## src/rtl/wem_pkg.sv

```systemverilog
// Package for the wheel encoder metrics block: widths, constants, types and helpers.
// Used by wem_mdu and wheel_encoder_metrics; depends on nothing.
package wem_pkg;

    localparam int FRACTION_BITS_DEF = 16;
    localparam int SMOOTHING_DIV_DEF = 8;

    // Widths of the shared multiply/divide unit.
    localparam int NUM_W = 60;   // product and quotient
    localparam int MUL_W = 24;   // constant multiplier
    localparam int DIV_W = 40;   // divisor (scale register shifted by the fraction bits)
    localparam int CNT_W = 6;

    localparam int METRIC_MAX = 10000;
    localparam int AXIS_MAX   = 32767;
    localparam int ACC_GAIN   = 10000000;   // milliseconds per second times METRIC_MAX

    localparam logic [2:0] CFG_ENCODER_NEGATE = 3'd0;
    localparam logic [2:0] CFG_CENTER_AT_BOOT = 3'd1;
    localparam logic [2:0] CFG_FULL_LOCK      = 3'd2;
    localparam logic [2:0] CFG_VEL_SCALE      = 3'd3;
    localparam logic [2:0] CFG_ACC_SCALE      = 3'd4;

    typedef struct packed {
        logic             start;
        logic [NUM_W-1:0] dividend;
        logic [MUL_W-1:0] mult;
        logic [DIV_W-1:0] divisor;
    } mdu_req_t;

    typedef struct packed {
        logic             done;
        logic [NUM_W-1:0] quot;
    } mdu_rsp_t;

    typedef enum logic [1:0] {
        MDU_IDLE,
        MDU_MUL,
        MDU_DIV
    } mdu_phase_t;

    typedef enum logic [2:0] {
        ST_IDLE,
        ST_PM,
        ST_AX,
        ST_VM,
        ST_AC1,
        ST_AC2,
        ST_FLT,
        ST_OUT
    } wem_state_t;

    // Clamp a magnitude to lim and apply the sign.
    function automatic logic signed [16:0] sat_mag(input logic [NUM_W-1:0] mag,
                                                  input logic neg,
                                                  input logic [15:0] lim);
        logic [15:0] m;
        m = (mag > NUM_W'(lim)) ? lim : mag[15:0];
        return neg ? -$signed({1'b0, m}) : $signed({1'b0, m});
    endfunction

endpackage

```

## src/rtl/wem_mdu.sv

```systemverilog
// Bit-serial multiply by a constant followed by restoring division, on magnitudes.
// Depends on wem_pkg.
module wem_mdu (
    input  logic              aclk,
    input  logic              aresetn,
    input  wem_pkg::mdu_req_t req,
    output wem_pkg::mdu_rsp_t rsp
);

    wem_pkg::mdu_phase_t phase_reg, phase_next;

    logic [wem_pkg::NUM_W-1:0] acc_reg;
    logic [wem_pkg::NUM_W-1:0] mc_reg;
    logic [wem_pkg::MUL_W-1:0] k_reg;
    logic [wem_pkg::DIV_W-1:0] dv_reg;
    logic [wem_pkg::DIV_W-1:0] rem_reg;
    logic [wem_pkg::CNT_W-1:0] cnt_reg;
    logic                      done_reg;

    logic [wem_pkg::DIV_W:0]   trial;
    logic                      fits;

    assign trial = {rem_reg, acc_reg[wem_pkg::NUM_W-1]};
    assign fits  = trial >= {1'b0, dv_reg};

    always_comb begin
        phase_next = phase_reg;
        case (phase_reg)
            wem_pkg::MDU_IDLE: begin
                if (req.start) phase_next = wem_pkg::MDU_MUL;
            end
            wem_pkg::MDU_MUL: begin
                if (cnt_reg == wem_pkg::CNT_W'(wem_pkg::MUL_W - 1)) phase_next = wem_pkg::MDU_DIV;
            end
            wem_pkg::MDU_DIV: begin
                if (cnt_reg == wem_pkg::CNT_W'(wem_pkg::NUM_W - 1)) phase_next = wem_pkg::MDU_IDLE;
            end
            default: phase_next = wem_pkg::MDU_IDLE;
        endcase
    end

    always_ff @(posedge aclk) begin
        if (!aresetn) begin
            phase_reg <= wem_pkg::MDU_IDLE;
            done_reg  <= 1'b0;
        end else begin
            phase_reg <= phase_next;
            done_reg  <= (phase_reg == wem_pkg::MDU_DIV) &&
                         (cnt_reg == wem_pkg::CNT_W'(wem_pkg::NUM_W - 1));
        end
    end

    always_ff @(posedge aclk) begin
        case (phase_reg)
            wem_pkg::MDU_IDLE: begin
                acc_reg <= '0;
                mc_reg  <= req.dividend;
                k_reg   <= req.mult;
                dv_reg  <= req.divisor;
                cnt_reg <= '0;
                rem_reg <= '0;
            end
            wem_pkg::MDU_MUL: begin
                if (k_reg[0]) acc_reg <= acc_reg + mc_reg;
                mc_reg <= mc_reg << 1;
                k_reg  <= k_reg >> 1;
                if (cnt_reg == wem_pkg::CNT_W'(wem_pkg::MUL_W - 1)) cnt_reg <= '0;
                else cnt_reg <= cnt_reg + 1'b1;
            end
            wem_pkg::MDU_DIV: begin
                if (fits) rem_reg <= wem_pkg::DIV_W'(trial - {1'b0, dv_reg});
                else rem_reg <= trial[wem_pkg::DIV_W-1:0];
                acc_reg <= {acc_reg[wem_pkg::NUM_W-2:0], fits};
                cnt_reg <= cnt_reg + 1'b1;
            end
            default: cnt_reg <= '0;
        endcase
    end

    assign rsp.done = done_reg;
    assign rsp.quot = acc_reg;

endmodule

```

## src/rtl/wheel_encoder_metrics.sv

```systemverilog
// Top level of the wheel encoder metrics block.
// Depends on wem_pkg and wem_mdu.
//
// One encoder sample enters on the s_ stream: s_tdata carries raw position,
// raw velocity and the millisecond tick; s_tuser carries the encoder-live,
// recenter and enable flags. One result leaves on the m_ stream with the
// position, velocity and acceleration metrics and the wheel axis.
// Configuration is a plain write port (cfg_wr_en, cfg_index, cfg_wdata) and
// must only be used while the block is idle.
//
// All scaling runs through one shared bit-serial unit that multiplies by a
// constant and then divides. A sample needs three operations (position,
// axis, velocity), plus three more when the acceleration filter updates.
// The block works on one item at a time; s_tready is high while it is idle.
// A finished result sits in the output register until it is taken, and the
// block still accepts the next item meanwhile; that item's result waits for
// the register to free up. Reset returns the configuration registers to
// their defaults and clears the center, the filter and the seeded flag.
module wheel_encoder_metrics #(
    parameter int FRACTION_BITS     = wem_pkg::FRACTION_BITS_DEF,
    parameter int SMOOTHING_DIVISOR = wem_pkg::SMOOTHING_DIV_DEF
) (
    input  logic        aclk,
    input  logic        aresetn,
    input  logic        s_tvalid,
    output logic        s_tready,
    input  logic [95:0] s_tdata,   // raw_position, raw_velocity, tick_ms
    input  logic [2:0]  s_tuser,   // encoder_live, recenter_request, metrics_enable
    output logic        m_tvalid,
    input  logic        m_tready,
    output logic [63:0] m_tdata,   // position_metric, velocity_metric, accel_metric, wheel_axis
    input  logic        cfg_wr_en,
    input  logic [2:0]  cfg_index,
    input  logic [15:0] cfg_wdata
);

    localparam int NW = wem_pkg::NUM_W;
    localparam int DW = wem_pkg::DIV_W;

    // Configuration registers.
    logic        negate_reg;
    logic        cab_reg;
    logic [7:0]  lock_reg;
    logic [9:0]  vscale_reg;
    logic [15:0] ascale_reg;

    always_ff @(posedge aclk) begin
        if (!aresetn) begin
            negate_reg <= 1'b0;
            cab_reg    <= 1'b1;
            lock_reg   <= 8'd16;
            vscale_reg <= 10'd80;
            ascale_reg <= 16'd800;
        end else if (cfg_wr_en) begin
            case (cfg_index)
                wem_pkg::CFG_ENCODER_NEGATE: negate_reg <= cfg_wdata[0];
                wem_pkg::CFG_CENTER_AT_BOOT: cab_reg    <= cfg_wdata[0];
                wem_pkg::CFG_FULL_LOCK:      lock_reg   <= cfg_wdata[7:0];
                wem_pkg::CFG_VEL_SCALE:      vscale_reg <= cfg_wdata[9:0];
                wem_pkg::CFG_ACC_SCALE:      ascale_reg <= cfg_wdata;
                default: ;
            endcase
        end
    end

    // A scale register of zero counts as one.
    logic [DW-1:0] lock_fx, vel_fx, acc_fx;
    assign lock_fx = DW'((lock_reg == '0) ? 8'd1 : lock_reg) << FRACTION_BITS;
    assign vel_fx  = DW'((vscale_reg == '0) ? 10'd1 : vscale_reg) << FRACTION_BITS;
    assign acc_fx  = DW'((ascale_reg == '0) ? 16'd1 : ascale_reg) << FRACTION_BITS;

    // Input fields.
    logic signed [31:0] raw_pos, raw_vel;
    logic [31:0]        now;
    logic               live, recenter, enable;
    assign raw_pos  = s_tdata[31:0];
    assign raw_vel  = s_tdata[63:32];
    assign now      = s_tdata[95:64];
    assign live     = s_tuser[0];
    assign recenter = s_tuser[1];
    assign enable   = s_tuser[2];

    // Block state.
    wem_pkg::wem_state_t state_reg, state_next;
    logic signed [31:0] center_reg;
    logic               live_seen_reg;
    logic signed [33:0] prev_vel_reg;
    logic [31:0]        prev_tick_reg;
    logic signed [14:0] filt_reg;
    logic               seeded_reg;

    // Per-item working registers.
    logic signed [33:0] pos_reg, vel_reg;
    logic [31:0]        now_reg;
    logic               doacc_reg, first_reg, issued_reg;
    logic [NW-1:0]      q1_reg;
    logic signed [16:0] a_reg;
    logic signed [14:0] pm_reg, vm_reg;
    logic signed [15:0] ax_reg;
    logic               m_valid_reg;
    logic [63:0]        m_data_reg;

    logic s_acc;
    assign s_tready = (state_reg == wem_pkg::ST_IDLE);
    assign s_acc    = s_tvalid && s_tready;

    // Centering and sign correction at acceptance.
    logic signed [31:0] center_sel;
    logic signed [33:0] diff, pos_in, vel_in;
    assign center_sel = (recenter || (cab_reg && live && !live_seen_reg)) ? raw_pos : center_reg;
    assign diff   = 34'(raw_pos) - 34'(center_sel);
    assign pos_in = negate_reg ? -diff : diff;
    assign vel_in = negate_reg ? -34'(raw_vel) : 34'(raw_vel);

    // Magnitudes fed to the serial unit.
    logic [33:0]        pos_mag, vel_mag;
    logic signed [35:0] dv;
    logic [35:0]        dv_mag;
    logic signed [17:0] fd;
    logic [17:0]        fd_mag;
    logic [31:0]        dt;
    assign pos_mag = pos_reg[33] ? 34'(-pos_reg) : 34'(pos_reg);
    assign vel_mag = vel_reg[33] ? 34'(-vel_reg) : 34'(vel_reg);
    assign dv      = 36'(vel_reg) - 36'(prev_vel_reg);
    assign dv_mag  = dv[35] ? 36'(-dv) : 36'(dv);
    assign fd      = 18'(a_reg) - 18'(filt_reg);
    assign fd_mag  = fd[17] ? 18'(-fd) : 18'(fd);
    assign dt      = now_reg - prev_tick_reg;

    wem_pkg::mdu_req_t req;
    wem_pkg::mdu_rsp_t rsp;

    wem_mdu u_mdu (
        .aclk    (aclk),
        .aresetn (aresetn),
        .req     (req),
        .rsp     (rsp)
    );

    logic               out_free;
    logic signed [16:0] sat_q;
    logic [NW-1:0]      fq;
    assign out_free = !m_valid_reg || m_tready;

    // Sequencer: next state and the request to the serial unit.
    always_comb begin
        state_next   = state_reg;
        req.start    = 1'b0;
        req.dividend = '0;
        req.mult     = wem_pkg::MUL_W'(1);
        req.divisor  = lock_fx;
        case (state_reg)
            wem_pkg::ST_IDLE: begin
                if (s_acc) state_next = wem_pkg::ST_PM;
            end
            wem_pkg::ST_PM: begin
                req.start    = !issued_reg;
                req.dividend = NW'(pos_mag);
                req.mult     = wem_pkg::MUL_W'(wem_pkg::METRIC_MAX);
                if (rsp.done) state_next = wem_pkg::ST_AX;
            end
            wem_pkg::ST_AX: begin
                req.start    = !issued_reg;
                req.dividend = NW'(pos_mag);
                req.mult     = wem_pkg::MUL_W'(wem_pkg::AXIS_MAX);
                if (rsp.done) state_next = wem_pkg::ST_VM;
            end
            wem_pkg::ST_VM: begin
                req.start    = !issued_reg;
                req.dividend = NW'(vel_mag);
                req.mult     = wem_pkg::MUL_W'(wem_pkg::METRIC_MAX);
                req.divisor  = vel_fx;
                if (rsp.done) state_next = doacc_reg ? wem_pkg::ST_AC1 : wem_pkg::ST_OUT;
            end
            wem_pkg::ST_AC1: begin
                req.start    = !issued_reg;
                req.dividend = NW'(dv_mag);
                req.mult     = wem_pkg::MUL_W'(wem_pkg::ACC_GAIN);
                req.divisor  = acc_fx;
                if (rsp.done) state_next = wem_pkg::ST_AC2;
            end
            wem_pkg::ST_AC2: begin
                req.start    = !issued_reg;
                req.dividend = q1_reg;
                req.divisor  = DW'(dt);
                if (rsp.done) state_next = wem_pkg::ST_FLT;
            end
            wem_pkg::ST_FLT: begin
                req.start    = !issued_reg;
                req.dividend = NW'(fd_mag);
                req.divisor  = DW'(SMOOTHING_DIVISOR);
                if (rsp.done) state_next = wem_pkg::ST_OUT;
            end
            wem_pkg::ST_OUT: begin
                if (out_free) state_next = wem_pkg::ST_IDLE;
            end
            default: state_next = wem_pkg::ST_IDLE;
        endcase
    end

    always_ff @(posedge aclk) begin
        if (!aresetn) state_reg <= wem_pkg::ST_IDLE;
        else state_reg <= state_next;
    end

    assign sat_q = wem_pkg::sat_mag(rsp.quot, 1'b0, 16'(wem_pkg::METRIC_MAX));
    assign fq    = rsp.quot;

    // Control state.
    always_ff @(posedge aclk) begin
        if (!aresetn) begin
            center_reg    <= '0;
            live_seen_reg <= 1'b0;
            prev_vel_reg  <= '0;
            prev_tick_reg <= '0;
            filt_reg      <= '0;
            seeded_reg    <= 1'b0;
            issued_reg    <= 1'b0;
            m_valid_reg   <= 1'b0;
        end else begin
            if (req.start) issued_reg <= 1'b1;
            else if (rsp.done) issued_reg <= 1'b0;

            if (s_acc) begin
                center_reg    <= center_sel;
                live_seen_reg <= live;
                if (enable && !seeded_reg) begin
                    prev_vel_reg  <= vel_in;
                    prev_tick_reg <= now;
                    seeded_reg    <= 1'b1;
                end
            end

            if (state_reg == wem_pkg::ST_FLT && rsp.done) begin
                // The filter steps by the difference divided by the smoothing
                // divisor, truncated toward zero.
                filt_reg      <= fd[17] ? filt_reg - 15'(fq) : filt_reg + 15'(fq);
                prev_vel_reg  <= vel_reg;
                prev_tick_reg <= now_reg;
            end

            if (state_reg == wem_pkg::ST_OUT && out_free) m_valid_reg <= 1'b1;
            else if (m_tready) m_valid_reg <= 1'b0;
        end
    end

    // Payload registers.
    always_ff @(posedge aclk) begin
        if (s_acc) begin
            pos_reg   <= pos_in;
            vel_reg   <= vel_in;
            now_reg   <= now;
            first_reg <= enable && !seeded_reg;
            doacc_reg <= enable && seeded_reg && (now != prev_tick_reg);
        end
        if (rsp.done) begin
            case (state_reg)
                wem_pkg::ST_PM: pm_reg <= 15'(wem_pkg::sat_mag(rsp.quot, pos_reg[33],
                                                              16'(wem_pkg::METRIC_MAX)));
                wem_pkg::ST_AX: ax_reg <= 16'(wem_pkg::sat_mag(rsp.quot, pos_reg[33],
                                                              16'(wem_pkg::AXIS_MAX)));
                wem_pkg::ST_VM: vm_reg <= 15'(wem_pkg::sat_mag(rsp.quot, vel_reg[33],
                                                              16'(wem_pkg::METRIC_MAX)));
                wem_pkg::ST_AC1: q1_reg <= rsp.quot;
                wem_pkg::ST_AC2: a_reg  <= dv[35] ? -sat_q : sat_q;
                default: ;
            endcase
        end
        if (state_reg == wem_pkg::ST_OUT && out_free) begin
            m_data_reg <= {3'b000, ax_reg, (first_reg ? 15'sd0 : filt_reg), vm_reg, pm_reg};
        end
    end

    assign m_tvalid = m_valid_reg;
    assign m_tdata  = m_data_reg;

endmodule

```

## config.mk

```make
export PLATFORM = sky130hd
export DESIGN_NAME = wheel_encoder_metrics
export DESIGN_NICKNAME = d
export VERILOG_FILES = /design/src/rtl/wem_pkg.sv /design/src/rtl/wem_mdu.sv /design/src/rtl/wheel_encoder_metrics.sv
export SDC_FILE = /design/constraint.sdc
export NUM_CORES = 2
export LEC_CHECK = 0
export BUFFER_PORTS_ARGS = -buffer_cell sky130_fd_sc_hd__buf_2
export CELL_PAD_IN_SITES_DETAIL_PLACEMENT = 2
export CELL_PAD_IN_SITES_GLOBAL_PLACEMENT = 2
export CORE_MARGIN = 2
export CORE_UTILIZATION = 40
export CTS_CLUSTER_DIAMETER = 120
export CTS_CLUSTER_SIZE = 30
export DETAILED_ROUTE_END_ITERATION = 7
export GPL_ROUTABILITY_DRIVEN = 0
export HOLD_SLACK_MARGIN = 0.03
export PLACE_DENSITY_LB_ADDON = 0.1
export SETUP_SLACK_MARGIN = 0.1
export SLEW_MARGIN = 40
export SYNTH_ARGS = -nofsm -noshare
export SYNTH_HDL_FRONTEND = slang
export SYNTH_SLANG_ARGS = --single-unit
```

## constraint.sdc

```tcl
create_clock -name aclk -period 6.6 [get_ports aclk]
set_clock_uncertainty 0.05 [all_clocks]
set_input_delay 0.99 -clock aclk [delete_from_list [all_inputs] [get_ports aclk]]
set_output_delay 0.99 -clock aclk [all_outputs]
set_load 0.05 [all_outputs]
```

Word level (Yosys, flattened, before mapping). Index checks and enable logic that the tools add are counted.

Input bits: 123. Memories: 0. Register bits after elaboration: 675. Word-level logic and storage cells: 180. RAM bits: 0. Bits in read-only memories: 0. Output and inout port bits: 66. Latch bits: 0.

Add/sub/neg operators: 17. $mul: 0. Muxes and demuxes: 52. Reduce and logical (&&, ||, !) cells: 45. Eq/ne operators: 28. $lt $le $gt $ge: 3. Shifts and indexed selects: 0. Bitwise logic cells: 0. Divide/modulo/power cells: 0.

Operators by type and width (number): $pmux W61 S5 (1); $mux W34 (7); $pmux W60 S3 (1); $mux W32 (4); $pmux W32 S4 (1); $pmux W60 S2 (1); $mux W16 (5); $pmux W40 S2 (1); $pmux W24 S3 (1); $neg A34 Y34 (2); $add A60 B60 Y60 (1); $gt A60 B14 Y1 const B (1); $gt A60 B15 Y1 const B (1); $mux W60 (1); $pmux W24 S2 (1); $mux W15 (3); $ge A41 B40 Y1 (1); $mux W40 (1); $sub A40 B40 Y40 (1); $mux W36 (1); $neg A35 Y36 (1); $sub A34 B34 Y35 (1); $neg A32 Y34 (1); $neg A33 Y34 (1); other kinds (43) (105).

Depth between registers and ports, before layout.
Depth after elaboration: 7. Depth in mapped cells: 24.

Cells and area by module. From an unflattened synthesis, not the netlist that was laid out.

Cells, all modules: 4769. Area, all modules: 44430.1 µm².

By module, submodules not included: wheel_encoder_metrics (sequential area each 11711.2 µm², area each 29223.0 µm², cells an instance 3293, times used 1); wem_mdu (sequential area each 6906.6 µm², area each 15207.1 µm², cells an instance 1476, times used 1).

Least setup slack after synthesis. OpenSTA, ideal clock, no wires.

Path kind: input port to flip-flop. Start: input s_tuser[0]. End: register pos_reg[33], data pin. Slack: 694 ps. Required time: 6281 ps. Cell stages on the path: 18. Data arrival time: 5587 ps. Cell sequence: a31oi_1 -> clkbuf_1 -> nand2_1 -> o21ai_0 -> ha_1 -> inv_1 -> fa_1 -> a211oi_2 -> o21ai_1 -> a2111oi_0 -> nor3_1 -> xor2_1 -> nor4b_1 -> and3_1 -> or4b_1 -> or4_4 -> o311ai_1 -> o21ai_0.

Word-level cells in the longest chain between the ends: 7.

Ends and longest elaborated chain: start: declaration (line wheel_encoder_metrics.sv:28) `input logic [2:0] s_tuser,`; $logic_and A1 B1 Y1 (*) (2 in a row) (line wheel_encoder_metrics.sv:110) `assign center_sel = (recenter || (cab_reg && live && !live_seen_reg)) ? raw_pos : center_reg;`; $logic_or A1 B1 Y1 (*) (line wheel_encoder_metrics.sv:110); $mux W32 (*) (line wheel_encoder_metrics.sv:110); named net center_sel[0] (line wheel_encoder_metrics.sv:108) `logic signed [31:0] center_sel;`; $sub A32 B32 Y33 (*) (line wheel_encoder_metrics.sv:111) `assign diff = 34'(raw_pos) - 34'(center_sel);`; $neg A33 Y34 (line wheel_encoder_metrics.sv:112) `assign pos_in = negate_reg ? -diff : diff;`; $mux W34 (*) (line wheel_encoder_metrics.sv:112); named net pos_in[33] (line wheel_encoder_metrics.sv:109) `logic signed [33:0] diff, pos_in, vel_in;`; end signal: assignment (line wheel_encoder_metrics.sv:250) `pos_reg <= pos_in;`; end: declaration (line wheel_encoder_metrics.sv:93) `logic signed [33:0] pos_reg, vel_reg;`.

The timed path passes the listed nets; every way through them passes the cells marked *. A chain may end at the register's enable or synchronous reset.

Worst setup path after layout.
Start: register filt_reg[1]. End: register filt_reg[14].

Word-level cells in the longest chain between the ends: 2. Elaborated cells on any way between the ends: 4.

Ends and longest elaborated chain: start: declaration (line wheel_encoder_metrics.sv:89) `logic signed [14:0] filt_reg;`; start signal: assignment (line wheel_encoder_metrics.sv:237) `filt_reg <= fd[17] ? filt_reg - 15'(fq) : filt_reg + 15'(fq);`; $sub A17 B15 Y18, or another cell as far along (line wheel_encoder_metrics.sv:126) `assign fd = 18'(a_reg) - 18'(filt_reg);`; $mux W15 (*) (line wheel_encoder_metrics.sv:237).

Every way passes the cells marked *; elsewhere a longest branch is shown, timed or not.

==> summary.md <==
| Metric | Value |
|---|---|
| Crit path top cell by count | a21oi_1 |
| FP Rows | 120 |
| Fin. Hold Viols | 0 |
| Final setup TNS | 0 ns |
| Starting Density | 0.405 |
| Crit path required time | 7.16 ns |
| WHS Path Cells | 0 |
| Leak | 17.3 nW |
| Setup CP Type | reg -> reg |
| CP max-delay cell | dfxtp_1 |
| Hold endpoint | m_tdata[0] |
| Power density over the cells | 319 nW/µm² |
| Top cells by area, synth | edfxtp_1 (35%), dfxtp_1 (7.6%), ha_1 (6.7%) |
| Cell family with the largest share of critical-path delay | compound AO/OA/AOI/OAI gates |
| Total congestion overflow | 0 |
| Switch Pwr | 6.43 mW |
| Final Cycle Share | 0.890 |
| Area leader, netlist | edfxtp_1 |
| Number of global-route vias before repair | 39218 |
| Final setup violation count | 0 |
| Peak VDD IR | 0.170 mV |
| Maximum root-to-sink buffer count | 3 |
| 1st-pass router iterations | 7 |
| Most used DFF post-synth | edfxtp_1 |
| Most frequent cells in the layout | nand2_1 (541), edfxtp_1 (502), a21oi_1 (352) |
| Comb power frac | 0.454 |
| DR vias/cell | 6.04 |
| Post-CTS Setup Repair Bufs | 0 |
| Slew Limit Fails | 0 |
| Commonest non-fill, non-tap cell in the layout | nand2_1 |
| Fmax | 0.170 GHz |
| Worst hold path class | reg -> reg |
| Core region area | 108000 µm² |
| Die width | 334 µm |
| TritonCTS Buffers | 30 |
| Area Overhead vs Synth | 8.13% |
| CTS Sinks | 667 |
| CTS root buf | clkbuf_16 |
| R2R Path Start | filt_reg[1] |
| Yosys reg bits | 667 |
| Post-cts sizing count | 0 |
| Fillers | 11797 |
| Number of distinct library cells after synthesis | 93 |
| Worst flop-to-flop path endpoint | filt_reg[14] |
| Clk_lat worst skew | 0.70 ns |
| Final wirelength | 156 mm |
| Clock share of power | 0.166 |
| RSZ-0062 raised after global routing | false |
| Minimum clock period | 5.88 ns |
| Reg-to-reg setup timing slack | 0.72 ns |
| Routed Antenna Nets | 0 |
| H-tree depth | 1 |
| Pre-CTS setup slack | 0.468 ns |
| Hold_sp | pm_reg[0] |
| Drt wl/cell | 25.3 µm |
| Largest net degree at the start of global routing | 107 |
| Mapped cell area | 43500 µm² |
| Worst-path clk slew | 0.12 ns |
| Sw Share | 0.428 |
| Cells after Synth | 4689 |
| Status | finished, final reports clean |
| Reg power frac | 0.380 |
| # DRC | 0 |
| Syn Area/Cell | 9.28 µm² |
| Final nets | 5111 |
| Max_cap viols | 0 |
| Hold Buf Count CTS | 0 |
| Die Y | 334 µm |
| PortBufs | 185 |
| Die area | 111000 µm² |
| WP buf/inv | 2 |
| Max reg flops | 61 |
| Dpl hpwl | 120 mm |
| Slowest stage delay, CP | 0.45 ns |
| Synth top area share | 0.346 |
| Sequential area share after synthesis | 0.422 |
| Async SR Flop Fraction | 0 |
| Pint | 8.60 mW |
| Share of cells above drive strength 1 | 0.0807 |
| Critical Path Fanout Max | 13 |
| Num ports | 189 |
| CTS tree | yes |
| Cell chain of the critical path | inv_1 -> ha_1 -> nor2b_1 -> o31a_1 -> o41a_1 -> o221ai_1 -> a211oi_1 -> o31ai_2 -> buf_4 -> nor2_1 -> xnor2_1 -> ha_1 -> a21oi_1 -> o21ai_0 -> a211oi_1 -> o31ai_1 -> o41a_1 -> a21o_1 -> a21oi_1 -> xnor2_1 -> or3_1 -> a21oi_1 |
| Number of flops mapped to enable cells by yosys | 502 |
| Tightest Pin Transition | 0.931 ns |
| CP startpoint kind | flop |
| Worst setup margin | 0.725 ns |
| Rel. slew slack | 0.375 |
| Initial antenna violation count | 5 |
| CP Capture Type | flop |
| YS warnings | 0 |
| Critical Path AT | 6.44 ns |
| GRT Util Overall | 0.275 |
| DRT iter0 DRCs | 2445 |
| Worst hold slack | 0.387 ns |
| Via count | 37349 |
| First-pass GRT wire length | 242 mm |
| Worst reg2reg path depth | 22 |
## Yosys cell counts, drive strengths merged, types with 11 or more instances
cell type  instances
a211oi           104
nand2b            35
or4               23
xnor2            253
a31oi             34
o21a              39
xor2             134
o31a              14
clkbuf           206
nor2             345
nor4              51
and3              48
inv              208
nor3b             12
ha               233
mux2i             71
a221oi            17
nor3              78
a2111oi           11
o211ai            24
or2               30
dfxtp            165
nor2b             64
a221o             19
o221ai            14
buf               21
nand4             49
a22oi             87
and2              40
o31ai             55
nand2            543
a21o             111
a311oi            25
nand3             94
o2111ai           11
a21boi            40
a21oi            354
edfxtp           502
o21ai            277
o41ai             17
or3               44
o311ai            17
a222oi            11
o21bai            24
## worst max-delay path by stage
stage / to / start / cells past startpoint / slack, ns
after floorplan: pos_reg[33] / s_tuser[0] / 18 / 0.69
after global placement: pos_reg[32] / s_tuser[0] / 16 / 0.61
after detailed placement: pos_reg[32] / s_tuser[0] / 16 / 0.47
after CTS: filt_reg[14] / filt_reg[1] / 22 / 0.80
after global routing: filt_reg[14] / filt_reg[1] / 22 / 0.32
final: filt_reg[14] / filt_reg[1] / 22 / 0.72
## routing by layer
| layer | track usage | vias to the layer above | wire (µm) |
|---|---|---|---|
| met2 | 0.465 | 723 | 74100 |
| met3 | 0.0181 | 132 | 5460 |
| li1 | - | 17442 | - |
| met1 | 0.385 | 19052 | 73200 |
| met5 | 0 | - | 0 |
| met4 | 0.0608 | 0 | 3700 |
## layout make-up
cell class,count,area [µm²],share of cell area
tap,1403,1760,0.0373
clock buffer,40,820,0.0174
antenna,4,10.0,0.000213
multi-input combinational,3588,23600,0.502
clock inverter,16,193,0.00410
inverter,209,787,0.0167
timing repair buffer,252,1480,0.0315
sequential,667,18400,0.391
## metrics by stage
stage	cells	utilization	power, mW	area, µm²
2_1_floorplan	4691	-	10.2	43500
3_3_place_gp	6116	0.427	12.2	45900
3_5_place_dp	6119	0.428	12.5	46000
4_1_cts	6175	0.437	15.0	47000
5_1_grt	6179	0.438	15.9	47000
6_report	6179	0.438	15.0	47000
## power by group through the flow
stage / clock, mW / combinational (mW) / sequential [mW]
4_1_cts: 2.56 / 6.78 / 5.71
2_1_floorplan: 0 / 4.65 / 5.57
3_5_place_dp: 0 / 6.73 / 5.80
5_1_grt: 2.66 / 7.48 / 5.77
3_3_place_gp: 0 / 6.39 / 5.76
6_report: 2.50 / 6.82 / 5.71
## kinds of logic after synthesis
family / synth area share
simple gates: 0.163
flops: 0.422
other cells: 0.0000862
buf+inv: 0.0379
xor+xnor: 0.0781
mux: 0.0176
compound gates: 0.211
fa+ha+maj: 0.0702
No activity file was read; power rests on OpenSTA's default activity.
